[src/rtl/assert_macros.svh]
// ----------------------------------------------------------------------------
// assert_macros.svh
// assertion helpers for the rope constraint block, clocked on clk_i
// ----------------------------------------------------------------------------
`ifndef ASSERT_MACROS_SVH
`define ASSERT_MACROS_SVH

`ifndef SYNTHESIS
// property checked outside reset
`define VRC_ASSERT(lbl, prop, msg) \
  lbl: assert property (@(posedge clk_i) disable iff (!rst_ni) prop) else $error(msg);
// property checked on every edge, reset included
`define VRC_ASSERT_ALWAYS(lbl, prop, msg) \
  lbl: assert property (@(posedge clk_i) prop) else $error(msg);
`else
`define VRC_ASSERT(lbl, prop, msg)
`define VRC_ASSERT_ALWAYS(lbl, prop, msg)
`endif

`endif

[src/rtl/vrc_divu.sv]
// ----------------------------------------------------------------------------
// vrc_divu
// unsigned 48 by 32 bit restoring divider, one quotient bit per cycle
// ----------------------------------------------------------------------------
`default_nettype none

module vrc_divu (
  input  wire logic        clk_i,
  input  wire logic        rst_ni,
  input  wire logic        start_i,
  input  wire logic [47:0] num_i,
  input  wire logic [31:0] den_i,
  output logic             done_o,
  output logic [47:0]      quot_o
);

  logic        busy_q;
  logic        done_q;
  logic [5:0]  cnt_q;
  logic [47:0] num_q;
  logic [31:0] den_q;
  logic [31:0] rem_q;
  logic [32:0] rem_sh;
  logic [32:0] rem_sub;
  logic        take;

  // shift in one dividend bit and compare
  assign rem_sh  = {rem_q, num_q[47]};
  assign rem_sub = rem_sh - {1'b0, den_q};
  assign take    = (rem_sh >= {1'b0, den_q});

  assign done_o = done_q;
  assign quot_o = num_q;

  // control
  always_ff @(posedge clk_i or negedge rst_ni) begin
    if (!rst_ni) begin
      busy_q <= 1'b0;
      done_q <= 1'b0;
      cnt_q  <= 6'd0;
    end else begin
      done_q <= 1'b0;
      if (start_i) begin
        busy_q <= 1'b1;
        cnt_q  <= 6'd0;
      end else if (busy_q) begin
        cnt_q <= cnt_q + 6'd1;
        if (cnt_q == 6'd47) begin
          busy_q <= 1'b0;
          done_q <= 1'b1;
        end
      end
    end
  end

  // datapath, quotient bits replace dividend bits
  always_ff @(posedge clk_i) begin
    if (start_i) begin
      num_q <= num_i;
      den_q <= den_i;
      rem_q <= 32'd0;
    end else if (busy_q) begin
      num_q <= {num_q[46:0], take};
      rem_q <= take ? rem_sub[31:0] : rem_sh[31:0];
    end
  end

endmodule

`default_nettype wire

[config.mk]
export PLATFORM = sky130hd
export DESIGN_NAME = vrc_divu
export DESIGN_NICKNAME = d
export VERILOG_FILES = /design/src/rtl/assert_macros.svh /design/src/rtl/vrc_divu.sv
export SDC_FILE = /design/constraint.sdc
export NUM_CORES = 1
export LEC_CHECK = 0
export ABC_AREA = 1
export BUFFER_PORTS_ARGS = -buffer_cell sky130_fd_sc_hd__buf_4
export CORE_UTILIZATION = 57
export CTS_CLUSTER_DIAMETER = 80
export DETAILED_ROUTE_END_ITERATION = 10
export PLACE_DENSITY = 0.81
export SYNTH_ARGS = -nofsm -noshare
export SYNTH_HDL_FRONTEND = slang
export SYNTH_SLANG_ARGS = --single-unit
[constraint.sdc]
create_clock -name clk_i -period 3.66 [get_ports clk_i]
set_clock_uncertainty 0.2 [all_clocks]
set_input_delay 1.098 -clock clk_i [delete_from_list [all_inputs] [get_ports clk_i]]
set_output_delay 1.098 -clock clk_i [all_outputs]
set_load 0.01 [all_outputs]
# ---- Yosys cells after proc, flatten, opt, wreduce, memory -nomap -nowiden
# Index checks and enable logic that the tools add are counted.
dict set report op_classes {
  div 0
  order_cmp 1
  n_reduce_logical 1
  bitwise 0
  shift 0
  n_addsub 2
  mul 0
  n_eq_ne 1
  n_mux 11
}
# operator count
set op_table {}
lappend op_table {{$mux W48} 2}
lappend op_table {{$ge A33 B32 Y1} 1}
lappend op_table {{$mux W32} 1}
lappend op_table {{$sub A32 B32 Y32} 1}
lappend op_table {{$mux W6} 2}
lappend op_table {{$add A6 B1 Y6 const B} 1}
lappend op_table {{$eq A6 B6 Y1 const B} 1}
lappend op_table {{$mux W1} 6}
lappend op_table {{$reduce_bool A2 Y1} 1}
dict set report word_totals {
  memories 0
  reg_bits 120
  ramBits 0
  romBits 0
  out_inout_bits 49
  latch_bits 0
  wordCells 22
  in_bits 83
}

# ---- Depth between registers and ports, before layout
dict set report logic_depth {
  ltp_word 4
  mapped_depth 17
  mapped_depth_nobuf 16
}

# ---- Least setup slack after synthesis
# OpenSTA, ideal clock, no wires.
dict set report synth_path {
  path_type {input to register}
  start {input port start_i}
  end {register num_q[0] (netlist: quot_o[0]) (enable)}
  stages 4
  setup_time_ns 0.432
  path_buffers 2
  arrival_ns 3.006
  t_required_ns 3.028
  path_slack_ns 0.022
  path_cell_list {clkbuf_1 -> nor2_1 -> inv_1 -> clkbuf_1}
}
dict set report synth_via {
  elab_chain_len 1
}
# element line
set synth_rtl {}
lappend synth_rtl {{from (decl)} vrc_divu.sv:10} ;# input wire logic start_i,
lappend synth_rtl {{$reduce_bool A2 Y1 (no source line)} n/a}
lappend synth_rtl {{to (signal assigned)} vrc_divu.sv:59} ;# num_q <= num_i;
lappend synth_rtl {{to (signal assigned)} vrc_divu.sv:63} ;# num_q <= {num_q[46:0], take};
lappend synth_rtl {{to (decl)} vrc_divu.sv:20} ;# logic [47:0] num_q;
# No other way between the ends.
# A chain may end at the register's enable or synchronous reset.

# ---- Final worst setup path
dict set report layout_path {
  start {register den_q[8]}
  end {register rem_q[1]}
}
dict set report layout_via {
  elab_chain_len 2
}
# element line
set layout_rtl {}
lappend layout_rtl {{from (decl)} vrc_divu.sv:21} ;# logic [31:0] den_q;
lappend layout_rtl {{from (signal assigned)} vrc_divu.sv:60} ;# den_q <= den_i;
lappend layout_rtl {{$ge A33 B32 Y1} vrc_divu.sv:30} ;# assign take = (rem_sh >= {1'b0, den_q});
lappend layout_rtl {{$mux W32} vrc_divu.sv:64} ;# rem_q <= take ? rem_sub[31:0] : rem_sh[31:0];
lappend layout_rtl {{to (signal assigned)} vrc_divu.sv:64}
lappend layout_rtl {{to (decl)} vrc_divu.sv:22} ;# logic [31:0] rem_q;
# No other way between the ends.

==> impl_results.md <==
- Bufs on Longest Clock Path: 2
- Top-area cell type share of the netlist area: 0.318
- Crit path from: den_q[8]
- IO Pins: 132
- Starting DRT DRC Count: 551
- Flops & latches, synth: 120
- CP Max Fanout: 23
- Worst vdd ir: 384 uV
- CTS-repair resized insts: 0
- Sequential cell area: 3240 um2
- Core Box Area: 12800 um2
- Final setup viols: 0
- Synth-to-Final Area Change: 22.5%
- Initial antenna violation count: 0
- Mapped Cells: 1066
- Mapped cell area: 7540 um2
- DR DRC count: 0
- Final hold viol count: 0
- Slew headroom: 0.405
- Root Driver: clkbuf_16
- CP required: 3740 ps
- Crit. End Element: register
- Nets: 1315
- CTS tree: built
- Synth area leader: edfxtp_1
- Vias in the first global route: 6629
- Filler Cell Count: 1060
- Syn_area_per_cell: 7.08 um2
- Starting density of the core: 0.591
- Clk pin slew, worst setup/hold paths: 50 ps
- RSZ-0062 raised after global routing: false
- Fmax: 366 MHz
- Port bufs: 131
- Largest net degree at the start of global routing: 80
- Tmin final: 2730 ps
- Critical Path AT: 2810 ps
- Period utilization: 0.746
- Post-route setup TNS: 0 ps
- Worst slew pin tran: 892 ps
- Yosys cell types: 34
- Die width: 117 um
- Vias per inst: 5.00
- Final Max Slew Viols: 0
- First-pass iteration count of the detailed router: 5
- RR Startpoint: den_q[8]
- CP Class: reg2reg
- Post CTS Setup Buffer Count: 0
- Final WS setup: 929 ps
- Most area-consuming cells after synthesis: edfxtp_1 32%, nand2_1 23%, inv_1 9.2%
- # rows: 41
- Antenna Cells: 0
- Most frequent cells in the layout: 461 x nand2_1, 183 x inv_1, 139 x buf_4, 82 x nand3_1, 80 x edfxtp_1
- Grt ovf: 0
- Syn Nets: 1183
- Worst reg-to-reg setup slack: 930 ps
- H-tree depth: 4
- Outcome: complete, no violations
- Area occupied by multi-input gates: 3460 um2
- Ys Warns: 0
- Antenna viol nets, final: 0
- DRT Wirelength: 18.9 mm
- Hold_buf cts: 0
- Clock Latency Late Sink: 410 ps
- Wire per inst: 13.7 um
- GRT Resource Usage Total: 0.296
- Via Count: 6916
- Maxcap violations: 0
- First-pass GRT wire length: 30.9 mm
- DP HPWL: 14.3 mm
- RePlAce Congestion: 0.992
- Die ar.: 13700 um2
- Sequential fraction of the synthesis area: 0.430
- Leakage: 5.02 nW
- Pwr dens: 623 nW/um2
- Die Ht: 117 um
- Pre-CTS WS: 956 ps
- Worst hold start: rem_q[14]
- TritonCTS Buffers: 17
- Clk sinks: 120
- Min-delay worst type: reg2reg
- Layout cells sized above 1: 0.154
- Startpoint type of the worst setup path: register
- Commonest non-fill, non-tap cell in the layout: nand2_1
worst max-delay path: stages, from the launching register on:
cell	delay, ps
edfxtp_1	340
inv_1	50
ha_1	350
nand2_1	100
nand2_1	80
inv_1	60
nand2_1	80
inv_2	60
nand3_2	140
nand2_1	120
nand2_1	130
nand2_2	230
buf_4	330
nand3_1	120
nand3_1	100
o21ai_0	70
registers in the layout, summed over array words and instances, names as in the netlist:
signal  count
done_o      1
quot_o     48
rem_q      32
busy_q      1
den_q      32
cnt_q       6
synth_stat cells:
cell and number:
o21a_1 2, dfxtp_1 32, nand2_4 1, nor3_1 5
nand2_1 461, buf_4 1, nand3_1 82, fa_1 1
a21oi_2 1, nand3b_1 14, a31oi_1 1, inv_1 184
buf_6 4, o21ai_0 8, nand4_1 8, xor2_1 1
a21oi_1 22, ha_1 33, nor4_1 1, inv_2 3
nor2_2 6, edfxtp_1 80, nand2_2 6, dfrtp_1 8
o21bai_1 3, o21ai_1 10, and2_1 4, xnor2_1 13
nor2_4 2, buf_2 6, nand3_2 1, clkbuf_1 15
nor2_1 46, a22o_1 1
per-stage QoR:
step                      utilization  total power (W)  instances  hold WS, ps  area, um2
final                           0.723          0.00576       1382          275       9240
after global routing            0.723          0.00616       1382          291       9240
after floorplan                     -          0.00353       1066          243       7540
after CTS                       0.723          0.00576       1382          266       9240
after detailed placement        0.679          0.00410       1351          255       8670
after global placement          0.679          0.00407       1351          255       8670
worst paths after layout:
path                             end  depth (start not counted)
max                         rem_q[1]                         15
min reg2reg                rem_q[14]                          2
max reg2reg                 rem_q[1]                         15
min in group asynchronous     done_o                          1
max in group asynchronous   cnt_q[3]                          1
min                        rem_q[14]                          2
layout make-up:
class / count / share of cell area
multi-input cells: 733 / 0.375
flip-flops and latches: 120 / 0.351
repair buffers: 139 / 0.113
inverters: 187 / 0.0760
clock buffers: 21 / 0.0477
well taps: 172 / 0.0233
clock inverters: 10 / 0.0142
report_power, final:
group	leakage [nW]	internal, W	switching (W)
Sequential	1.21	0.00167	0.000129
Combinational	3.54	0.000870	0.00145
Clock	0.272	0.00106	0.000578
logic make-up (layout without fill, tap and decap cells):
logic type | after synthesis | in the layout | synth area share
AOI/OAI and AO/OA | 48 | 48 | 0.0347
xor gates and xnor gates | 14 | 14 | 0.0163
adders and majority gates | 34 | 34 | 0.0574
buffers and inverters | 213 | 357 | 0.111
DFF | 120 | 120 | 0.430
and+or+nand+nor | 637 | 637 | 0.350
layer usage:
metal  vias up  global-route usage  share of wire
met5         -                   0              0
met4         0              0.0886          0.015
met3        24              0.0587          0.057
met2       214               0.514           0.49
met1      3107               0.373           0.44
li1       3571                   -              -
(Power assumes the default switching activity.)
