File: src/rtl/assert_macros.svh
// ----------------------------------------------------------------------------
// assert_macros.svh
// assertion helpers for the rope constraint block, clocked on clk_i
// ----------------------------------------------------------------------------
`ifndef ASSERT_MACROS_SVH
`define ASSERT_MACROS_SVH

`ifndef SYNTHESIS
// property checked outside reset
`define VRC_ASSERT(lbl, prop, msg) \
  lbl: assert property (@(posedge clk_i) disable iff (!rst_ni) prop) else $error(msg);
// property checked on every edge, reset included
`define VRC_ASSERT_ALWAYS(lbl, prop, msg) \
  lbl: assert property (@(posedge clk_i) prop) else $error(msg);
`else
`define VRC_ASSERT(lbl, prop, msg)
`define VRC_ASSERT_ALWAYS(lbl, prop, msg)
`endif

`endif

File: src/rtl/vrc_isqrt.sv
// ----------------------------------------------------------------------------
// vrc_isqrt
// floor square root of a 64 bit value, one root bit per cycle
// ----------------------------------------------------------------------------
`default_nettype none

module vrc_isqrt (
  input  wire logic        clk_i,
  input  wire logic        rst_ni,
  input  wire logic        start_i,
  input  wire logic [63:0] radicand_i,
  output logic             done_o,
  output logic [31:0]      root_o
);

  logic        busy_q;
  logic        done_q;
  logic [4:0]  cnt_q;
  logic [63:0] val_q;
  logic [35:0] rem_q;
  logic [31:0] root_q;
  logic [35:0] rem_sh;
  logic [35:0] trial;
  logic        take;

  // bring in the next two radicand bits and try the next root bit
  assign rem_sh = {rem_q[33:0], val_q[63:62]};
  assign trial  = {2'b00, root_q, 2'b01};
  assign take   = (rem_sh >= trial);

  assign done_o = done_q;
  assign root_o = root_q;

  // control
  always_ff @(posedge clk_i or negedge rst_ni) begin
    if (!rst_ni) begin
      busy_q <= 1'b0;
      done_q <= 1'b0;
      cnt_q  <= 5'd0;
    end else begin
      done_q <= 1'b0;
      if (start_i) begin
        busy_q <= 1'b1;
        cnt_q  <= 5'd0;
      end else if (busy_q) begin
        cnt_q <= cnt_q + 5'd1;
        if (cnt_q == 5'd31) begin
          busy_q <= 1'b0;
          done_q <= 1'b1;
        end
      end
    end
  end

  // datapath
  always_ff @(posedge clk_i) begin
    if (start_i) begin
      val_q  <= radicand_i;
      rem_q  <= 36'd0;
      root_q <= 32'd0;
    end else if (busy_q) begin
      val_q <= {val_q[61:0], 2'b00};
      if (take) begin
        rem_q  <= rem_sh - trial;
        root_q <= {root_q[30:0], 1'b1};
      end else begin
        rem_q  <= rem_sh;
        root_q <= {root_q[30:0], 1'b0};
      end
    end
  end

endmodule

`default_nettype wire

File: config.mk
export PLATFORM = sky130hd
export DESIGN_NAME = vrc_isqrt
export DESIGN_NICKNAME = d
export VERILOG_FILES = /design/src/rtl/assert_macros.svh /design/src/rtl/vrc_isqrt.sv
export SDC_FILE = /design/constraint.sdc
export NUM_CORES = 1
export LEC_CHECK = 0
export BUFFER_PORTS_ARGS = -buffer_cell sky130_fd_sc_hd__buf_4
export CORE_MARGIN = 2
export CORE_UTILIZATION = 55
export CTS_CLUSTER_DIAMETER = 150
export DETAILED_ROUTE_END_ITERATION = 10
export GPL_ROUTABILITY_DRIVEN = 0
export PLACE_DENSITY = 0.76
export SYNTH_ARGS = -nofsm -noshare
export SYNTH_HDL_FRONTEND = slang
export SYNTH_SLANG_ARGS = --single-unit
export TNS_END_PERCENT = 5
File: constraint.sdc
create_clock -name clk_i -period 4.1 [get_ports clk_i]
set_clock_uncertainty 0.05 [all_clocks]
set_input_delay 0.41 -clock clk_i [delete_from_list [all_inputs] [get_ports clk_i]]
set_output_delay 0.41 -clock clk_i [all_outputs]
set_load 0.03 [all_outputs]
# Word level (Yosys, flattened, before mapping)
# Cells that the tools add are included.
totals:
  latch_bits: 0
  rom_bits: 0
  mem_bits_rw: 0
  word_cells: 23
  memories: 0
  in_bits: 67
  ff_bits: 137
  out_inout_bits: 33
classes:
  div_mod_pow: 0
  order_cmp: 1
  shifts: 0
  n_eq_ne: 1
  reduce_logical: 1
  multipliers: 0
  n_mux: 12
  bitwise: 0
  n_addsub: 2
ops:
  columns: ["operator", "count"]
  rows:
  - ["64-bit two-way mux", 2]
  - ["36-bit by 34-bit greater-or-equal comparator with 1-bit output", 1]
  - ["34-bit two-way mux", 1]
  - ["34-bit subtractor", 1]
  - ["5-bit two-way mux", 2]
  - ["1-bit two-way mux", 7]
  - ["5-bit by 1-bit adder with 5-bit output, second input constant", 1]
  - ["5-bit == test, second input constant", 1]
  - ["2-bit nonzero test", 1]

# Longest topological paths before layout
# Gate-level depths: netlist of run 1.
depth:
  ltp_word: 4
  depth_mapped: 14
  ltp_nobuf: 10

# Worst setup path after synthesis of run 1
# Ideal clock, no wire load.
synth_timing:
  path_kind: "reg2reg"
  start: "reg root_q[0] (netlist: root_o[0])"
  end: "reg rem_q[11]"
  t_required_ps: 3962
  synth_period_minus_slack_ps: 3220
  t_arrival_ps: 3081
  path_buffers: 3
  setup_time_ps: 88
  path_slack_ps: 880
  stages_incl_launch_ff: 14
  cell_sequence: "dfxtp_1 > inv_1 > ha_1 > nor2b_4 > o31a_1 > o311a_4 > o21a_4 > or4_4 > buf_6 > nand2_4 > buf_12 > buf_12 > nand2_2 > a311oi_2"
synth_between:
  elab_chain_cells: 2
  elab_cells_between_ends: 3
  cone_classes: "add/sub (1); order compare (1); mux (1)"
synth_rtl:
  columns: ["element", "line", "rtl"]
  rows:
  - ["from (decl)", "vrc_isqrt.sv:21", "logic [31:0] root_q;"]
  - ["from (signal assigned)", "vrc_isqrt.sv:65", "root_q <= {root_q[30:0], 1'b1};"]
  - ["from (signal assigned)", "vrc_isqrt.sv:68", "root_q <= {root_q[30:0], 1'b0};"]
  - ["34-bit subtractor / 36-bit by 34-bit greater-or-equal comparator with 1-bit output (equally long branches)", "vrc_isqrt.sv:64, vrc_isqrt.sv:29", null]
  - ["34-bit two-way mux (*)", "vrc_isqrt.sv:63", "if (take) begin"]
  - ["to (signal assigned)", "vrc_isqrt.sv:64", "rem_q <= rem_sh - trial;"]
  - ["to (signal assigned)", "vrc_isqrt.sv:67", "rem_q <= rem_sh;"]
  - ["to (decl)", "vrc_isqrt.sv:20", "logic [35:0] rem_q;"]
# Mark *: on every way between the ends. The rest lies on a longest branch, timed or not.
# A chain may end at the register's enable or synchronous reset.

# Worst setup path in the final report of run 1
layout_timing:
  start: "reg root_q[0] (netlist: root_o[0])"
  end: "reg rem_q[23]"
# Same word-level chain as after synthesis.

==> results.md, run 1 <==
* # fillers at 1,105
* Maximum VDD drop at 424 uV
* FF-to-FF End: rem_q[23]
* Largest net degree at the start of global routing at slightly below 60
* Clk slew on worst S/H paths at ~0.060 ns
* Synth Cell Area at around 0.0079 mm^2
* Flop-to-flop setup slack at approximately 0.8 ns
* Met3 routed WL at 738 um
* Path depth of the worst reg2reg path at 10
* Synthesized Nets at 893
* Antenna viol nets, final at 0
* Post-synth EDFFs at 64
* Worst-Margin Slew at between 0.7 and 0.8 ns
* Clk sinks at approximately 140
* Fin crit share at between 80% and 90%
* Yosys warnings at 0
* Final Max Tran Viols at 0
* Synth top area share at around 24%
* Drt wl/cell at 16.3 um
* Die height at between 100 and 150 um
* Worst hold endpoint: val_q[0]
* Hpwl dp at around 12,000 um
* Iteration-0 DRC Markers at 521
* CTS tree: done
* Final non-filler cell total at between 1,000 and 1,500
* I/O pin count at 100
* Critical path launch point type: register
* Nets at between 900 and 1,000
* Worst setup path startpoint: root_o[0]
* Clk buf depth at 2
* TritonCTS buffer count at 17
* Tot Pwr at between 6 and 7 mW
* Relative slew slack at between 40% and 50%
* Avg Cell Area, Syn at 10.0 um^2
* Area of the die at roughly 0.015 mm^2
* Static leakage at 4.08 nW
* Met2 wire length at around 8700 um
* Area growth syn-to-layout at 17.3%
* Global-route wire length before repair at ~28,000 um
* Post-CTS Setup Repair Bufs at 0
* Max H-tree Level at 4
* # rows at 43
* Final hold vios at 0
* Pre-antenna DRT Iters at 5
* Initial Util at 56.6%
* M1 WL at 7700 um
* # diodes at 0
* Layout cell share with drive strength beyond 1 at around 28%
* Crit-path max FO at 30
* Largest cells by area after synthesis: edfxtp_1 (24%), dfxtp_1 (17%), mux2_2 (9.2%)
* Buffers on Ports at a little under 100
* Die extent in x at ~120 um
* WHS Path Cells at 2
* Post-layout util at about 66%
* GRT overflow at 0
* Synth async-reset ratio at a little over 5%
* Root Driver: clkbuf_16
* Ys flop type: dfxtp_1
* TNS Setup at 0 ns
* Critical path class: register to register
* Crit path DAT at between 3 and 4 ns
* Crit path time final at around 3.3 ns
* Post-Route WL at 17,400 um
* FF-to-FF Start: root_o[0]
* Sequential area share after synthesis at a little over two fifths
* Largest area contributor in the synthesized netlist: edfxtp_1
* Placed cell count at 1,034
* WP data required at between 4 and 5 ns
* Core ar. at approximately 0.014 mm^2
* Clk_lat worst skew at between 0.4 and 0.5 ns
* PwrDens at roughly 710 mW/mm^2
* Routed vias at slightly above 6,000
* Initial antenna violation count at 0
* Yosys reg bits at around 140
* Drc violations at 0
* Worst Hold Class: input port to register
* Number of global-route vias before repair at around 6,000
* MaxCap Viol Count at 0
* Max Clock Freq at 303 MHz
* Vias per std cell at 5.80
* DR top layer: met4
* Cells after Synth at 790
* Global-route usage over all layers at between 20% and 30%
* Hold_sp: radicand_i[0]
* Final setup viols at 0
* RSZ-0062 raised after global routing: no
* CP Capture Type: register
* Outcome: completed
* Synth cell types at 65
## how the worst max path moves through the flow
stage                 to  cells after the start
4_1_cts        rem_q[24]                     10
5_1_grt        rem_q[23]                     10
3_3_place_gp   rem_q[11]                     10
2_1_floorplan  rem_q[11]                     13
6_report       rem_q[23]                     10
3_5_place_dp   rem_q[23]                     10
## final cells by class
type | instances | area [um^2] | area share [%]
Sequential cell | 137 | 3420 | 36.8
Tap cell | 180 | 225 | 2.42
Clock buffer | 19 | 433 | 4.66
Clock inverter | 13 | 125 | 1.35
Timing Repair Buffer | 106 | 798 | 8.59
Inverter | 48 | 180 | 1.94
Multi-Input combinational cell | 564 | 4110 | 44.2
## per-stage QoR
| step | worst slack (ns) | area, um^2 | hold slack (ns) |
|---|---|---|---|
| 6_report | 0.801 | 9290 | 0.214 |
| 5_1_grt | 0.588 | 9290 | 0.216 |
| 4_1_cts | 0.796 | 9290 | 0.204 |
| 3_5_place_dp | 0.822 | 8730 | 0.177 |
| 3_3_place_gp | 0.946 | 8730 | 0.174 |
| 2_1_floorplan | 0.880 | 7920 | 0.0644 |
## state kept, by name (all words and copies together) (netlist names)
register / cells
val_q: 64
cnt_q: 5
root_o: 32
done_o: 1
rem_q: 34
busy_q: 1
## synthesized netlist by cell type (all sizes together) (10+ instances only)
cell / n
o21ai: 26
edfxtp: 64
nor3: 12
buf: 17
ha: 36
a21oi: 44
clkbuf: 24
mux2: 65
xnor2: 13
nand4: 10
nor2: 90
a21o: 18
nand3: 21
nand2: 70
a311oi: 24
mux2i: 35
dfxtp: 66
inv: 47
## layout by cell type, fill, tap and decap left out, types with 3 or more instances in the layout
master and instances:
buf_4 105, nor2_1 90, dfxtp_1 66, mux2_2 65, edfxtp_1 64, nand2_1 53, inv_1 47, a21oi_1 44
ha_1 36, mux2i_1 35, nand3_1 21, o21ai_0 20, a21o_1 18, clkbuf_16 17, nand2_2 16, a311oi_2 16
xnor2_1 13, nor3_1 12, nand4_1 10, xor2_1 9, a311oi_1 8, or3_1 7, o21bai_1 7, o211ai_1 7
o21ai_1 6, clkinv_4 6, dfrtp_1 6, o21a_1 5, or2_2 5, and3_1 5, and2_1 5, a211oi_1 5
nor2b_1 4, a2bb2oi_1 3, o211a_1 3, a31oi_1 3, nor4_1 3
## worst max-delay path, cell delays in order (launching register included)
cell and delay, ns:
dfxtp_1 0.37, inv_1 0.06, ha_1 0.36, nor2b_4 0.16, o31a_1 0.28, o311a_4 0.34, o21a_4 0.21, or4_4 0.57
nand2_4 0.37, nand2_1 0.11, a311oi_1 0.31
## cell families after synthesis
kind of cell | share of synthesized area [%]
compound gates | 15.8
xor+xnor | 2.43
fa+ha+maj | 5.69
buf+inv | 4.97
flops | 43.1
mux | 13.7
simple gates | 14.3
## layer usage
metal | track usage, % | vias to the layer above
met2 | 38.8 | 146
met1 | 29.9 | 2983
met3 | 5.13 | 28
met4 | 8.92 | 0
met5 | 0 | -
li1 | - | 3036
## where the power goes
part	switching [mW]	internal (mW)	total [mW]
combinational	1.93	1.44	3.37
sequential	0.131	1.63	1.77
clock	0.612	0.839	1.45
## timing repair
action | CTS | global route
gates resized for setup | 0 | 0
hold buffers | 1 | 0
hold endpoints to repair | 7 | 0
Power figures use the tool's default switching activity.
==> run 2, diff against run 1 <==
Settings changed: CORE_UTILIZATION 55 to 53, PLACE_DENSITY 0.76 to 0.77.
Clock period 4.1 ns to 2.8 ns, I/O delays scaled along.
==> results.md, run 2 (synthesis results as in run 1) <==
* Outcome: completed
* Global-route wire length before repair at 31,200 um (+10%)
* Nets at 1,065 (+9.0%)
* Max reg flops at 64 (unchanged)
* Clk pwr share at 19.3% (-2.7 points)
* PwrDens at 1110 mW/mm^2 (+56%)
* Clk sinks at 137 (unchanged)
* Comb pwr share at 58.1% (+6.9 points)
* Maximum VDD drop at 769 uV (+81%)
* Int Pwr at 6.92 mW (+77%)
* Vias per std cell at 5.74 (-1.1%)
* # diodes at 0 (unchanged)
* Post-place setup slack at -0.107 ns (-0.929 ns)
* Static leakage at 4.59 nW (+13%)
* Largest net degree at the start of global routing at 65 (+10%)
* Max H-tree Level at 4 (unchanged)
* Antenna viol nets, final at 0 (unchanged)
* Tot Pwr at 11.5 mW (+74%)
* TNS Setup at 0 ns (unchanged)
* Layout cell share with drive strength beyond 1 at 40.3% (+13 points)
* CP Capture Type: register
* FF+latch area at 0.00345 mm^2 (+0.77%)
* Worst Hold Class: input port to register
* Commonest non-fill, non-tap cell in the layout: buf_4
* Max incr delay on CP at 0.55 ns (-0.02 ns)
* Initial antenna violation count at 0 (unchanged)
* Crit path DAT at 3.02 ns (-0.55 ns)
* Switching fraction of total power at 39.8% (-0.76 points)
* Crit path time final at 2.76 ns (-0.537 ns)
* Max Clock Freq at 362 MHz (+19%)
* Crit-path max FO at 5 (-83%)
* Iteration-0 DRC Markers at 473 (-9.2%)
* Critical path class: register to register
* Area growth syn-to-layout at 31.1%
* Worst-Margin Slew at 0.799 ns (+0.0262 ns)
* Die extent in x at 126 um (+1.8%)
* Area of the multi-input gates at 0.00440 mm^2 (+7.0%)
* Hpwl dp at 13,200 um (+9.4%)
* Number of global-route vias before repair at 6,598 (+10%)
* WP buf/inv at 3 (+2)
* Die height at 126 um (+1.8%)
* Critical path launch point type: register
* Post-Route WL at 19,700 um (+13%)
* Final hold vios at 0 (unchanged)
* Initial Util at 54.3% (-2.3 points)
* Slowest CP cell: or4_4
* Reg power frac at 22.6% (-4.2 points)
* Final setup viols at 0 (unchanged)
* Drc violations at 0 (unchanged)
* Core ar. at 0.0146 mm^2 (+4.3%)
* Clk buf depth at 2 (unchanged)
* # rows at 44 (+2.3%)
* Clk_lat worst skew at 0.43 ns (about the same)
* Global-route usage over all layers at 24.3% (+0.92 points)
* Critical path, cell by cell: inv_2 > ha_4 > a21oi_2 > o21ai_2 > a21o_1 > o211a_4 > buf_4 > or4_4 > buf_4 > a21o_1 > a31oi_1 > a211oi_1
* Switching power at 4.57 mW (+71%)
* FF-to-FF Start: root_o[25]
* Relative slew slack at 46.7% (-1.4 points)
* TritonCTS buffer count at 17 (unchanged)
* Worst setup path startpoint: root_o[25]
* Fin crit share at 98.6% (+18 points)
* Clk slew on worst S/H paths at 0.07 ns (about the same)
* RSZ-0062 raised after global routing: yes
* WP data required at 3.06 ns (-1.31 ns)
* Buffers on Ports at 99 (unchanged)
* Pre-antenna DRT Iters at 5 (unchanged)
* Drt wl/cell at 17.0 um (+4.0%)
* Worst setup margin at 0.0386 ns (-0.763 ns)
* MaxCap Viol Count at 0 (unchanged)
* Hold_sp: radicand_i[0]
* CTS tree: done
* I/O pin count at 100 (unchanged)
* Top delay family on crit path: compound AO/OA/AOI/OAI gates
* Flop-to-flop setup slack at 0.04 ns (-0.76 ns)
* Area of the die at 0.0159 mm^2 (+3.7%)
* Post-layout util at 71.2% (+4.7 points)
* Leading cell types in the layout, fill and taps excluded: buf_4 (185), nor2_1 (87), mux2_2 (65)
* # fillers at 1,053 (-4.7%)
* Final Max Tran Viols at 0 (unchanged)
* Routed vias at 6,654 (+7.4%)
* Root Driver: clkbuf_16
* GRT overflow at 0 (unchanged)
* WHS at 0.0894 ns (-0.125 ns)
* Largest register by flop count: val_q
[run 2: metal layers]
metal	up-vias	part of all wire [%]	track usage, %
met5	-	0	0
met4	0	1.8	9.05
met3	36	5.2	5.35
met2	206	50	40.7
met1	3188	43	31.0
li1	3224	-	-
[run 2: power groups by stage]
stage                     clock network [mW]  registers, mW  logic (mW)
after detailed placement                   0           2.61        5.64
after CTS                               2.26           2.58        6.07
after floorplan                            0           2.58        4.18
final                                   2.22           2.59        6.68
after global placement                     0           2.61        5.56
after global routing                    2.32           2.62        7.21
[run 2: timing repair]
item / CTS / global route
gates cloned: 1 / 0
gates resized for setup: 16 / 45
setup endpoints to repair: 24 / 35
buffers inserted: 11 / 5
hold buffers: 1 / 0
hold endpoints to repair: 7 / 0
pin swaps: 5 / 14
[run 2: through the flow]
stage          cell area, um^2  instances
2_1_floorplan             7960        790
3_3_place_gp              9360       1109
3_5_place_dp              9360       1109
4_1_cts                  10100       1154
5_1_grt                  10400       1159
6_report                 10400       1159
[run 2: worst paths after layout]
check                            end  cells after the start
max                        rem_q[30]                     12
min                         val_q[0]                      2
max reg2reg                rem_q[30]                     12
min reg2reg                rem_q[10]                      2
max in group asynchronous     busy_q                      2
min in group asynchronous   cnt_q[3]                      2
[run 2: final cells by class]
cell class              instances  area share, %
clock buffers                  17           4.10
clock inverters                15           1.48
inverters                      48           1.74
multi-input cells             564           42.3
flip-flops and latches        137           33.2
well taps                     184           2.22
repair buffers                194           14.9
[run 2: worst reg2reg max path: stages, from the launching register on]
cell,delay (ns)
dfxtp_2,0.33
inv_2,0.05
ha_4,0.25
a21oi_2,0.15
o21ai_2,0.09
a21o_1,0.23
o211a_4,0.26
buf_4,0.14
or4_4,0.55
buf_4,0.18
a21o_1,0.15
a31oi_1,0.17
a211oi_1,0.06
