[config.mk]
export PLATFORM = sky130hd
export DESIGN_NAME = vrc_cfg
export DESIGN_NICKNAME = d
export VERILOG_FILES = /design/src/rtl/assert_macros.svh /design/src/rtl/vrc_pkg.sv /design/src/rtl/vrc_cfg.sv
export SDC_FILE = /design/constraint.sdc
export NUM_CORES = 1
export LEC_CHECK = 0
export BUFFER_PORTS_ARGS = -buffer_cell sky130_fd_sc_hd__clkbuf_2
export CORE_MARGIN = 1.5
export CORE_UTILIZATION = 25
export CTS_CLUSTER_SIZE = 12
export DETAILED_ROUTE_END_ITERATION = 8
export HOLD_SLACK_MARGIN = 0.1
export SETUP_SLACK_MARGIN = 0.2
export SYNTH_ARGS = -nofsm -noshare
export SYNTH_HDL_FRONTEND = slang
export SYNTH_SLANG_ARGS = --single-unit
[constraint.sdc]
create_clock -name clk_i -period 2.9 [get_ports clk_i]
set_clock_uncertainty 0.15 [all_clocks]
set_input_delay 0.29 -clock clk_i [delete_from_list [all_inputs] [get_ports clk_i]]
set_output_delay 0.29 -clock clk_i [all_outputs]
set_load 0.02 [all_outputs]
[src/rtl/assert_macros.svh]
// ----------------------------------------------------------------------------
// assert_macros.svh
// assertion helpers for the rope constraint block, clocked on clk_i
// ----------------------------------------------------------------------------
`ifndef ASSERT_MACROS_SVH
`define ASSERT_MACROS_SVH

`ifndef SYNTHESIS
// property checked outside reset
`define VRC_ASSERT(lbl, prop, msg) \
  lbl: assert property (@(posedge clk_i) disable iff (!rst_ni) prop) else $error(msg);
// property checked on every edge, reset included
`define VRC_ASSERT_ALWAYS(lbl, prop, msg) \
  lbl: assert property (@(posedge clk_i) prop) else $error(msg);
`else
`define VRC_ASSERT(lbl, prop, msg)
`define VRC_ASSERT_ALWAYS(lbl, prop, msg)
`endif

`endif

[src/rtl/vrc_pkg.sv]
// ----------------------------------------------------------------------------
// vrc_pkg
// types, codes and fixed-point helpers of the rope constraint block
// ----------------------------------------------------------------------------
`default_nettype none

package vrc_pkg;

  // command codes of the input channel
  typedef enum logic [1:0] {
    CMD_WR_CIRCLE = 2'd0,
    CMD_WR_LINK   = 2'd1,
    CMD_TICK      = 2'd2,
    CMD_RD_CIRCLE = 2'd3
  } cmd_e;

  // result kinds
  typedef enum logic [1:0] {
    ACK_WRITE = 2'd0,
    ACK_TICK  = 2'd1,
    ACK_READ  = 2'd2
  } ack_e;

  // register indexes of the config port
  typedef enum logic [1:0] {
    REG_FRICTION = 2'd0,
    REG_GRAVITY  = 2'd1,
    REG_PASSES   = 2'd2,
    REG_FLOOR    = 2'd3
  } reg_e;

  localparam int unsigned APB_AW = 4;

  localparam logic [16:0] FRICTION_RST = 17'd64880;
  localparam logic [30:0] GRAVITY_RST  = 31'd642253;
  localparam logic [7:0]  PASSES_RST   = 8'd100;
  localparam logic [15:0] FLOOR_RST    = 16'd1024;

  typedef struct packed {
    logic [16:0] friction;
    logic [30:0] gravity;
    logic [7:0]  passes;
    logic [15:0] floor_y;
  } cfg_t;

  // one circle entry
  typedef struct packed {
    logic               live;
    logic               lock;
    logic signed [31:0] cur_x;
    logic signed [31:0] cur_y;
    logic signed [31:0] old_x;
    logic signed [31:0] old_y;
  } circ_t;

  // one link slot
  typedef struct packed {
    logic        used;
    logic [5:0]  high_end;
    logic [5:0]  low_end;
    logic [30:0] len;
  } link_t;

  localparam logic signed [39:0] SAT_MAX = 40'sd2147483647;
  localparam logic signed [39:0] SAT_MIN = -40'sd2147483648;

  // clamp a wide signed value to 32 bits
  function automatic logic signed [31:0] sat32(input logic signed [39:0] v);
    logic signed [31:0] r;
    if (v > SAT_MAX) begin
      r = 32'sh7fffffff;
    end else if (v < SAT_MIN) begin
      r = 32'sh80000000;
    end else begin
      r = v[31:0];
    end
    return r;
  endfunction

  // drop 16 fraction bits, rounding toward zero
  function automatic logic signed [33:0] trunc_q16(input logic signed [49:0] p);
    logic signed [49:0] t;
    t = p[49] ? (p + 50'sd65535) : p;
    return t[49:16];
  endfunction

endpackage

`default_nettype wire

[src/rtl/vrc_cfg.sv]
// ----------------------------------------------------------------------------
// vrc_cfg
// apb register file holding friction, gravity, pass count and floor
// ----------------------------------------------------------------------------
`default_nettype none

module vrc_cfg (
  input  wire logic                        clk_i,
  input  wire logic                        rst_ni,
  input  wire logic                        psel,
  input  wire logic                        penable,
  input  wire logic                        pwrite,
  input  wire logic [vrc_pkg::APB_AW-1:0]  paddr,
  input  wire logic [31:0]                 pwdata,
  output logic      [31:0]                 prdata,
  output logic                             pready,
  output vrc_pkg::cfg_t                    cfg_o
);

  vrc_pkg::cfg_t cfg_q;
  vrc_pkg::reg_e sel;
  logic          wr_en;

  assign sel    = vrc_pkg::reg_e'(paddr[3:2]);
  assign wr_en  = psel && penable && pwrite;
  assign pready = 1'b1;
  assign cfg_o  = cfg_q;

  // register writes
  always_ff @(posedge clk_i or negedge rst_ni) begin
    if (!rst_ni) begin
      cfg_q.friction <= vrc_pkg::FRICTION_RST;
      cfg_q.gravity  <= vrc_pkg::GRAVITY_RST;
      cfg_q.passes   <= vrc_pkg::PASSES_RST;
      cfg_q.floor_y  <= vrc_pkg::FLOOR_RST;
    end else if (wr_en) begin
      unique case (sel)
        vrc_pkg::REG_FRICTION: cfg_q.friction <= pwdata[16:0];
        vrc_pkg::REG_GRAVITY:  cfg_q.gravity  <= pwdata[30:0];
        vrc_pkg::REG_PASSES:   cfg_q.passes   <= pwdata[7:0];
        vrc_pkg::REG_FLOOR:    cfg_q.floor_y  <= pwdata[15:0];
        default: ;
      endcase
    end
  end

  // read mux
  always_comb begin
    unique case (sel)
      vrc_pkg::REG_FRICTION: prdata = {15'd0, cfg_q.friction};
      vrc_pkg::REG_GRAVITY:  prdata = {1'b0, cfg_q.gravity};
      vrc_pkg::REG_PASSES:   prdata = {24'd0, cfg_q.passes};
      vrc_pkg::REG_FLOOR:    prdata = {16'd0, cfg_q.floor_y};
      default:               prdata = 32'd0;
    endcase
  end

endmodule

`default_nettype wire

; Yosys cells after proc, flatten, opt, wreduce, memory -nomap -nowiden
; Cells that the tools add are included.
[classes]
multipliers = 0
eq_ne = 3
n_mux = 1
bitwise = 0
add_sub_neg = 0
n_lt_le_gt_ge = 0
n_reduce_logical = 7
div = 0
shift = 0
[op_table]
columns = cell, count
row1 = 32-bit case mux with 4 select lines, 1
row2 = 2-bit AND reduction, 4
row3 = 2-bit equality test (second input constant), 2
row4 = 2-bit by 1-bit equality test with 1-bit output (second input constant), 1
row5 = 1-bit logical AND, 2
row6 = 2-bit zero test, 1
[totals]
wordCells = 15
ramBits = 0
latch_bits = 0
memories = 0
mem_bits_ro = 0
regBits = 72
input_bits = 41

; Logic depth before layout (Yosys ltp)
; Gate-level depths: netlist of run 1.
[logic_depth]
ltp_word = 3
depth_mapped = 5

; Worst setup path before layout of run 1
; Ideal clock, no wire load.
[synth_path]
kind = input to output
startpoint = in paddr[2] in the netlist's numbering
endpoint = out prdata[3]
path_stages = 3
path_buffers = 2
arrival_time_ns = 1.259
setup_slack_ns = 1.201
path_cell_list = buf_4 -> buf_4 -> mux4_2
[synth_between]
elab_chain_len = 2
elab_cells_between_ends = 5
[synth_rtl]
columns = item, line
row1 = start: declaration, vrc_cfg.sv:13  ; input wire logic [vrc_pkg::APB_AW-1:0] paddr,
row2 = 2-bit equality test (tied with other cells), vrc_cfg.sv:49  ; unique case (sel)
row3 = 32-bit case mux with 4 select lines *, vrc_cfg.sv:49
row4 = end: declaration, vrc_cfg.sv:15  ; output logic [31:0] prdata,
; Every way passes the cells marked *; elsewhere a longest branch is shown, timed or not. The select of a mux whose other input is x is not followed.

; Worst setup path in the final report of run 1
[layout_path]
startpoint = in paddr[2] in the netlist's numbering
endpoint = out prdata[7]
; Same word-level chain as after synthesis.

==> results.json, run 1 <==
{
  "status": "completed",
  "htree_levels": 3,
  "synth_xor_area_share_pct": 0,
  "synth_top_area_share_pct": 35.99,
  "vdd_drop_max_uv": 329.5,
  "dpl.hpwl_um": 5641,
  "num-fill-cells": 1243,
  "gp_congestion": 0.6978,
  "synth-compound-area-share_pct": 1.225,
  "synth_nets": 257,
  "start_util_pct": 25.79,
  "synth_seq_cells": 72,
  "yosysSeqAreaShare_pct": 56.09,
  "crit_path_max_incr_delay_ps": 520,
  "vias": 2438,
  "via_per_inst": 4.292,
  "hold_viol_final": 0,
  "grt-ovfl-total": 0,
  "grtUsageTotal_pct": 12.72,
  "clock_sinks": 72,
  "nets": 432,
  "dp.cells": 520,
  "grt_pass1_wl_um": 13630,
  "first_pass_iters": 3,
  "wl_per_cell_um": 14.70,
  "dieArea_mm2": 0.01377,
  "die_h_um": 117.3,
  "synth_fa_ha_area_share_pct": 0,
  "clockRootBuffer": "clkbuf_16",
  "clk_latency_ps": 330,
  "cts_buffers": 9,
  "core_region_area_mm2": 0.01267,
  "synth_common_cells": "mux2_2 (62), dfrtp_1 (47), dfstp_2 (25), and2_1 (15)",
  "ys_warn_count": 0,
  "antenna_found_initial": 0,
  "clk_pin_slew_ps": 60,
  "area_growth_pct": 47.78,
  "finalCritPeriodShare_pct": 75.23,
  "drive_gt1_share_pct": 67.93,
  "cts_resized": 0,
  "synth_top_family_by_area": "multiplexers",
  "tightest_slew_ps": 894.6,
  "fin_setup_tns_ps": 0,
  "hold_path.class": "input pin to register",
  "ys_async_sr_fraction_pct": 100.0,
  "instances_no_fill": 568,
  "cts_max_path_buffers": 2,
  "largest_reg_flops": 72,
  "cellPowerDensity_mw_per_mm2": 817.8,
  "io_buffers": 140,
  "hold_buffers": 32,
  "cts_tree": "yes",
  "ios": 146,
  "path_max_fanout": 16,
  "grt_pass1_vias": 2534,
  "max-slew-margin-rel_pct": 40.36,
  "cp.arrival_ps": 1740,
  "cpMostUsedCell": "clkbuf_2",
  "drt_wl_total_um": 8351,
  "syn_area_mm2": 0.003268,
  "p_leak_nw": 2.308,
  "num_rows": 41,
  "rsz0062_at_grt": "false",
  "avgSynthCellArea_um2": 15.13,
  "drc_errors": 0,
  "final_max_slew_viol_count": 0,
  "muxShareOfSynthArea_pct": 34.00,
  "critPathLaunchType": "input pin",
  "syn_inst": 216,
  "synth_cell_types": 21,
  "setup_viol": 0,
  "crit_type": "input pin to output port",
  "critPathSlowestCell": "mux4_2",
  "n_antenna_cell": 0,
  "drtIter0Drc": 76,
  "synth_area_leader_cell": "dfrtp_1",
  "synthTopCellsByArea": "dfrtp_1 (36%), mux2_2 (21%), dfstp_2 (20%)",
  "whs_ps": 326.3,
  "required_ps": 2460,
  "yosysMostFrequentCell": "mux2_2",
  "synth_flop_cell": "dfrtp_1",
  "die-width_um": 117.3,
  "period_needed_ps": 2182,
  "end_kind": "output port",
  "maxCapViolations": 0,
  "fmax_mhz": 458.4,
  "detail-route-antenna-nets": 0,
  "grt_max_degree": 73,
  "path_cells": "clkbuf_2 -> buf_4 -> mux4_2 -> clkbuf_2",
  "synth_enable_flop_cells": 0,
  "synthSimpleGateAreaFrac_pct": 5.896,
  "post-cts-setup-buffer-count": 0
}
[cell type report]
class                           count  area, um2  share of cell area [%]
Clock buffer                       11      252.7                   5.233
Clock inverter                      5      102.6                   2.124
Multi-Input combinational cell    130       1358                   28.11
Sequential cell                    72       1833                   37.95
Tap cell                          172      215.2                   4.456
Timing Repair Buffer              178       1069                   22.12
[cell usage in the layout, fill, tap and decap left out, types with 2 or more instances in the layout]
master and instances:
mux2_2 62, mux2i_1 9, dlygate4sd3_1 32, dfstp_2 25, clkbuf_8 2, mux4_2 8
mux2_1 2, buf_4 7, clkbuf_2 139, o21ai_0 8, dfrtp_1 47, bufinv_16 3
nand2_1 9, clkbuf_16 9, conb_1 2, mux2_4 8, and2_1 15
[kinds of logic after synthesis]
kind of cell	after synthesis
muxes	89
DFF	72
and+or+nand+nor	31
AOI/OAI and AO/OA	8
other	2
buffers and inverters	14
[worst paths after layout]
check / cells past startpoint / slack, ps / from / endpoint
worst max-delay path: 4 / 720 / paddr[2] / prdata[7]
worst min register to register: 1 / 370 / cfg_o[29] / cfg_o[29]
worst max register to register: 1 / 1960 / cfg_o[17] / cfg_o[17]
worst min-delay path: 4 / 330 / penable / cfg_o[57]
max in group asynchronous: 2 / 1550 / rst_ni / cfg_o[48]
min in group asynchronous: 2 / 480 / rst_ni / cfg_o[23]
[metrics by stage]
stage / cell area (um2) / total power [mW] / utilization, % / worst slack [ps]
2_1_floorplan: 3268 / 2.203 / - / 1201
3_3_place_gp: 4154 / 2.619 / 32.78 / 673.7
3_5_place_dp: 4154 / 2.644 / 32.78 / 663.9
4_1_cts: 4830 / 4.012 / 38.12 / 659.3
5_1_grt: 4830 / 4.153 / 38.12 / 607.7
6_report: 4830 / 3.950 / 38.12 / 718.4
[power by group]
group	internal, mW	switching (mW)	total (mW)	leakage (nW)
clock	0.885	0.416	1.30	0.172
combinational	0.505	0.657	1.16	1.30
sequential	1.30	0.184	1.49	0.838
[routing by layer]
metal | share of wire (%) | up-vias | track usage [%]
met2 | 51 | 88 | 21.14
met3 | 5.9 | 7 | 5.010
met5 | 0 | - | 0
li1 | - | 1115 | -
met4 | 1.0 | 0 | 4.090
met1 | 42 | 1228 | 15.07
[critical path: cells and delay by family]
family                 cells  cell delay [ps]
buffers and inverters      3              930
multiplexers               1              520
Power figures use the tool's default switching activity.
==> inputs of run 2 (changes only) <==
==> constraint.sdc (replaced) <==
create_clock -name clk_i -period 2.15 [get_ports clk_i]
set_clock_uncertainty 0.15 [all_clocks]
set_input_delay 0.215 -clock clk_i [delete_from_list [all_inputs] [get_ports clk_i]]
set_output_delay 0.215 -clock clk_i [all_outputs]
set_load 0.02 [all_outputs]
==> results.json, run 2 (same netlist as run 1, synthesis figures left out) <==
{
  "fin_setup_tns_ps": 0,
  "vias": 2434,
  "io_buffers": 140,
  "maxCapViolations": 0,
  "max-slew-margin-rel_pct": 38.40,
  "path_cells": "clkbuf_2 -> buf_12 -> mux4_2 -> clkbuf_2",
  "setup_viol": 0,
  "cp.arrival_ps": 1380,
  "n_antenna_cell": 0,
  "area_growth_pct": 47.24,
  "mostFrequentLayoutCells": "clkbuf_2 (139), mux2_2 (62), dfrtp_1 (47), dlygate4sd3_1 (32), dfstp_2 (25)",
  "clockRootBuffer": "clkbuf_16",
  "wl_per_cell_um": 14.84,
  "cts_max_path_buffers": 2,
  "cp_top_family": "buffers and inverters",
  "vdd_drop_max_uv": 549.0,
  "grt_pass1_vias": 2493,
  "swShare_pct": 33.54,
  "largest_reg_flops": 72,
  "grt-ovfl-total": 0,
  "dpl.hpwl_um": 5513,
  "ios": 146,
  "cts_tree": "yes",
  "hold_start": "penable",
  "required_ps": 1780,
  "rrSetupSlack_ps": 1210,
  "grt_max_degree": 73,
  "drt_wl_total_um": 8428,
  "critPathSlowestCell": "mux4_2",
  "clock_sinks": 72,
  "cellPowerDensity_mw_per_mm2": 1054,
  "internal-power_mw": 3.370,
  "fmax_mhz": 573.1,
  "htree_levels": 3,
  "end_kind": "output port",
  "grt_pass1_wl_um": 13630,
  "finalCritPeriodShare_pct": 81.16,
  "post-cts-setup-buffer-count": 0,
  "critPathLaunchType": "input pin",
  "path_max_fanout": 16,
  "core_region_area_mm2": 0.01267,
  "p_seq_share_pct": 39.5,
  "antenna_found_initial": 0,
  "drive_gt1_share_pct": 67.93,
  "crit_type": "input pin to output port",
  "grtUsageTotal_pct": 12.78,
  "crit_start": "paddr[2]",
  "p_leak_nw": 2.292,
  "p_sw_mw": 1.701,
  "first_pass_iters": 3,
  "critPathBufInv": 3,
  "combinationalPowerShare_pct": 31.1,
  "r2r_start": "cfg_o[29]",
  "status": "completed",
  "start_util_pct": 25.79,
  "dieArea_mm2": 0.01377,
  "cpMostUsedCell": "clkbuf_2",
  "clk_pin_slew_ps": 50,
  "gp_congestion": 0.7459,
  "die-width_um": 117.3,
  "period_needed_ps": 1745,
  "via_per_inst": 4.285,
  "rsz0062_at_grt": "false",
  "num-fill-cells": 1217,
  "drc_errors": 0,
  "tightest_slew_ps": 924.0,
  "final_max_slew_viol_count": 0,
  "total_power_mw": 5.071,
  "die_h_um": 117.3,
  "drtIter0Drc": 68,
  "crit_path_max_incr_delay_ps": 500,
  "hold_path.class": "input pin to register",
  "clk_latency_ps": 330,
  "cts_buffers": 9,
  "detail-route-antenna-nets": 0,
  "layout_commonest_cell": "clkbuf_2",
  "hold_viol_final": 0,
  "power_frac_clock_pct": 29.4,
  "num_rows": 41,
  "nets": 432
}
-- run 2: final timing paths --
path	cells after the start	to
max	4	prdata[6]
min	4	cfg_o[56]
max reg2reg	1	cfg_o[29]
min reg2reg	1	cfg_o[28]
max in group asynchronous	2	cfg_o[71]
min in group asynchronous	2	cfg_o[28]
-- run 2: repair_timing --
item                                    in CTS  in global routing
endpoints found under the setup margin       0                  4
hold endpoints to repair                   119                  0
hold buffers                                32                  0
gates resized for setup                      0                  1
-- run 2: worst min-delay path, stage by stage --
cell,delay (ps)
clkbuf_2,80
nand3_2,140
nor3_4,60
mux2_2,210
-- run 2: cell type report --
class	count	area, um2	share of cell area [%]
flip-flops and latches	72	1833	38.09
multi-input cells	130	1359	28.24
repair buffers	178	1106	22.98
clock buffers	11	242.7	5.044
well taps	172	215.2	4.472
clock inverters	5	56.30	1.170
-- run 2: power by group through the flow --
stage	clock network, mW	logic, mW	registers, mW
floorplan	0	0.593	2.38
global placement	0	1.53	2.00
detailed placement	0	1.54	2.03
CTS	1.54	1.59	2.01
global route	1.61	1.68	2.06
finish	1.49	1.57	2.01
-- run 2: routing by layer --
| metal | GRT usage (%) | wire length [um] |
|---|---|---|
| met1 | 15.76 | 3577 |
| met2 | 20.96 | 4216 |
| met3 | 4.037 | 497 |
| met4 | 4.707 | 137 |
| met5 | 0 | 0 |
-- run 2: per-stage QoR --
stage / hold WS (ps) / setup slack, ps / instances / cell area [um2] / util [%]
after floorplan: -230.6 / 600.7 / 216 / 3268 / -
after global placement: 243.0 / 284.4 / 520 / 4192 / 33.08
after detailed placement: 260.3 / 270.0 / 520 / 4192 / 33.08
after CTS: 260.3 / 265.0 / 568 / 4811 / 37.97
after global routing: 286.7 / 307.6 / 568 / 4812 / 37.98
final: 272.4 / 405.1 / 568 / 4812 / 37.98
==> inputs of run 3 (changes only) <==
==> constraint.sdc (replaced) <==
create_clock -name clk_i -period 1.55 [get_ports clk_i]
set_clock_uncertainty 0.15 [all_clocks]
set_input_delay 0.155 -clock clk_i [delete_from_list [all_inputs] [get_ports clk_i]]
set_output_delay 0.155 -clock clk_i [all_outputs]
set_load 0.02 [all_outputs]
==> results.json, run 3 (same netlist as run 1, synthesis figures left out) <==
{
  "ff_latch_area_mm2": 0.001833,
  "cp.arrival_ps": 1370,
  "io_buffers": 140,
  "fmax_mhz": 598.6,
  "antenna_found_initial": 0,
  "p_seq_share_pct": 32.8,
  "wl_per_cell_um": 16.66,
  "dr.max_layer_used": "met4",
  "via_per_inst": 4.391,
  "internal-power_mw": 5.806,
  "total_power_mw": 8.473,
  "die_h_um": 117.3,
  "gp_congestion": 0.7422,
  "start_util_pct": 25.79,
  "dp.cells": 537,
  "path_max_fanout": 2,
  "fin_util_pct": 48.62,
  "drt_wl_total_um": 10750,
  "clockRootBuffer": "clkbuf_16",
  "drc_errors": 0,
  "num_rows": 41,
  "cts_tree": "yes",
  "dieArea_mm2": 0.01377,
  "grt_max_degree": 73,
  "clock_sinks": 72,
  "rrSetupSlack_ps": 350,
  "ios": 146,
  "dpl.hpwl_um": 6110,
  "hold_viol_final": 0,
  "post-place-ws_ps": 6.760,
  "whs_ps": 223.7,
  "grt_pass1_vias": 2805,
  "mostFrequentLayoutCells": "clkbuf_2 (73), buf_4 (58), mux2_2 (50), dfrtp_1 (47), buf_6 (47)",
  "largest_reg_flops": 72,
  "drive_gt1_share_pct": 75.26,
  "clk_latency_ps": 330,
  "grtUsageTotal_pct": 14.43,
  "cts_max_path_buffers": 2,
  "crit_type": "register to output port",
  "status": "finished, violations left",
  "cts_buffers": 9,
  "path_cells": "mux4_2 -> buf_8",
  "period_needed_ps": 1671,
  "dr_wl_met2_um": 5675,
  "critPathSlowestCell": "mux4_2",
  "wl_met3_um": 435,
  "cellPowerDensity_mw_per_mm2": 1375,
  "vias": 2832,
  "combinationalPowerShare_pct": 42.5,
  "vdd_drop_max_uv": 496.0,
  "drtIter0Drc": 92,
  "area_growth_pct": 88.51,
  "crit_path_max_incr_delay_ps": 500,
  "multi_input_area_mm2": 0.001440,
  "first_pass_iters": 4,
  "rsz0062_at_grt": "true",
  "finalCritPeriodShare_pct": 107.8,
  "maxCapViolations": 0,
  "violations": "setup timing",
  "setup_viol": 10,
  "grt-ovfl-total": 0,
  "die-width_um": 117.3,
  "clk_pin_slew_ps": 50,
  "core_region_area_mm2": 0.01267,
  "final_max_slew_viol_count": 0,
  "n_antenna_cell": 0,
  "p_sw_mw": 2.667,
  "num-fill-cells": 1093,
  "grt_pass1_wl_um": 15370,
  "htree_levels": 3,
  "layout_commonest_cell": "clkbuf_2",
  "power_frac_clock_pct": 24.7,
  "swShare_pct": 31.47,
  "detail-route-antenna-nets": 0,
  "end_kind": "output port",
  "p_leak_nw": 2.937,
  "hold_path.class": "input pin to asynchronous set/reset pin",
  "nets": 509,
  "instances_no_fill": 645,
  "critPathLaunchType": "register",
  "required_ps": 1240,
  "fin_ws_ps": -120.7,
  "wl_met1_um": 4300
}
run 3: layout make-up:
cell class              count  share of cell area [%]
clock buffers              13                   4.224
clock inverters             3                  0.6499
multi-input cells         130                   23.38
flip-flops and latches     72                   29.75
well taps                 172                   3.493
repair buffers            255                   38.51
run 3: path summary, 6_finish.rpt:
path                                start        end  depth (start not counted)
worst max-delay path            cfg_o[19]  prdata[3]                          2
worst min-delay path               rst_ni   cfg_o[2]                          3
worst max register to register  cfg_o[69]  cfg_o[69]                          4
worst min register to register  cfg_o[50]  cfg_o[50]                          1
max in group asynchronous          rst_ni  cfg_o[70]                          3
min in group clk_i               paddr[3]  cfg_o[28]                          4
run 3: timing repair:
| action | CTS | global route |
|---|---|---|
| gates cloned | 1 | 1 |
| resized for setup | 98 | 134 |
| pin swaps | 4 | 8 |
| buffers inserted | 36 | 22 |
| hold buffers | 32 | 0 |
| setup endpoints to repair | 56 | 63 |
| endpoints found under the hold margin | 144 | 0 |
run 3: layer usage:
metal,GRT usage (%),up-vias
met3,2.724,22
met5,0,-
met2,24.23,106
met4,7.485,0
li1,-,1265
met1,17.62,1439
run 3: power by group through the flow:
stage               clock, mW  sequential (mW)  combinational, mW
finish                   2.09             2.78               3.60
global route             2.23             2.84               3.77
CTS                      2.15             2.75               3.05
detailed placement          0             2.81               2.20
global placement            0             2.77               2.19
floorplan                   0             3.30              0.834
run 3: critical path, delay by kind of cell (launching register included):
family	cells	cell delay, ps
multiplexers	1	500
buffers and inverters	1	150
flip-flops	1	380
run 3: metrics by stage:
step                area [um2]  TNS (ps)
global route              6161     -1484
finish                    6161    -879.4
global placement          4352         0
floorplan                 3291         0
CTS                       5690     -1134
detailed placement        4352         0
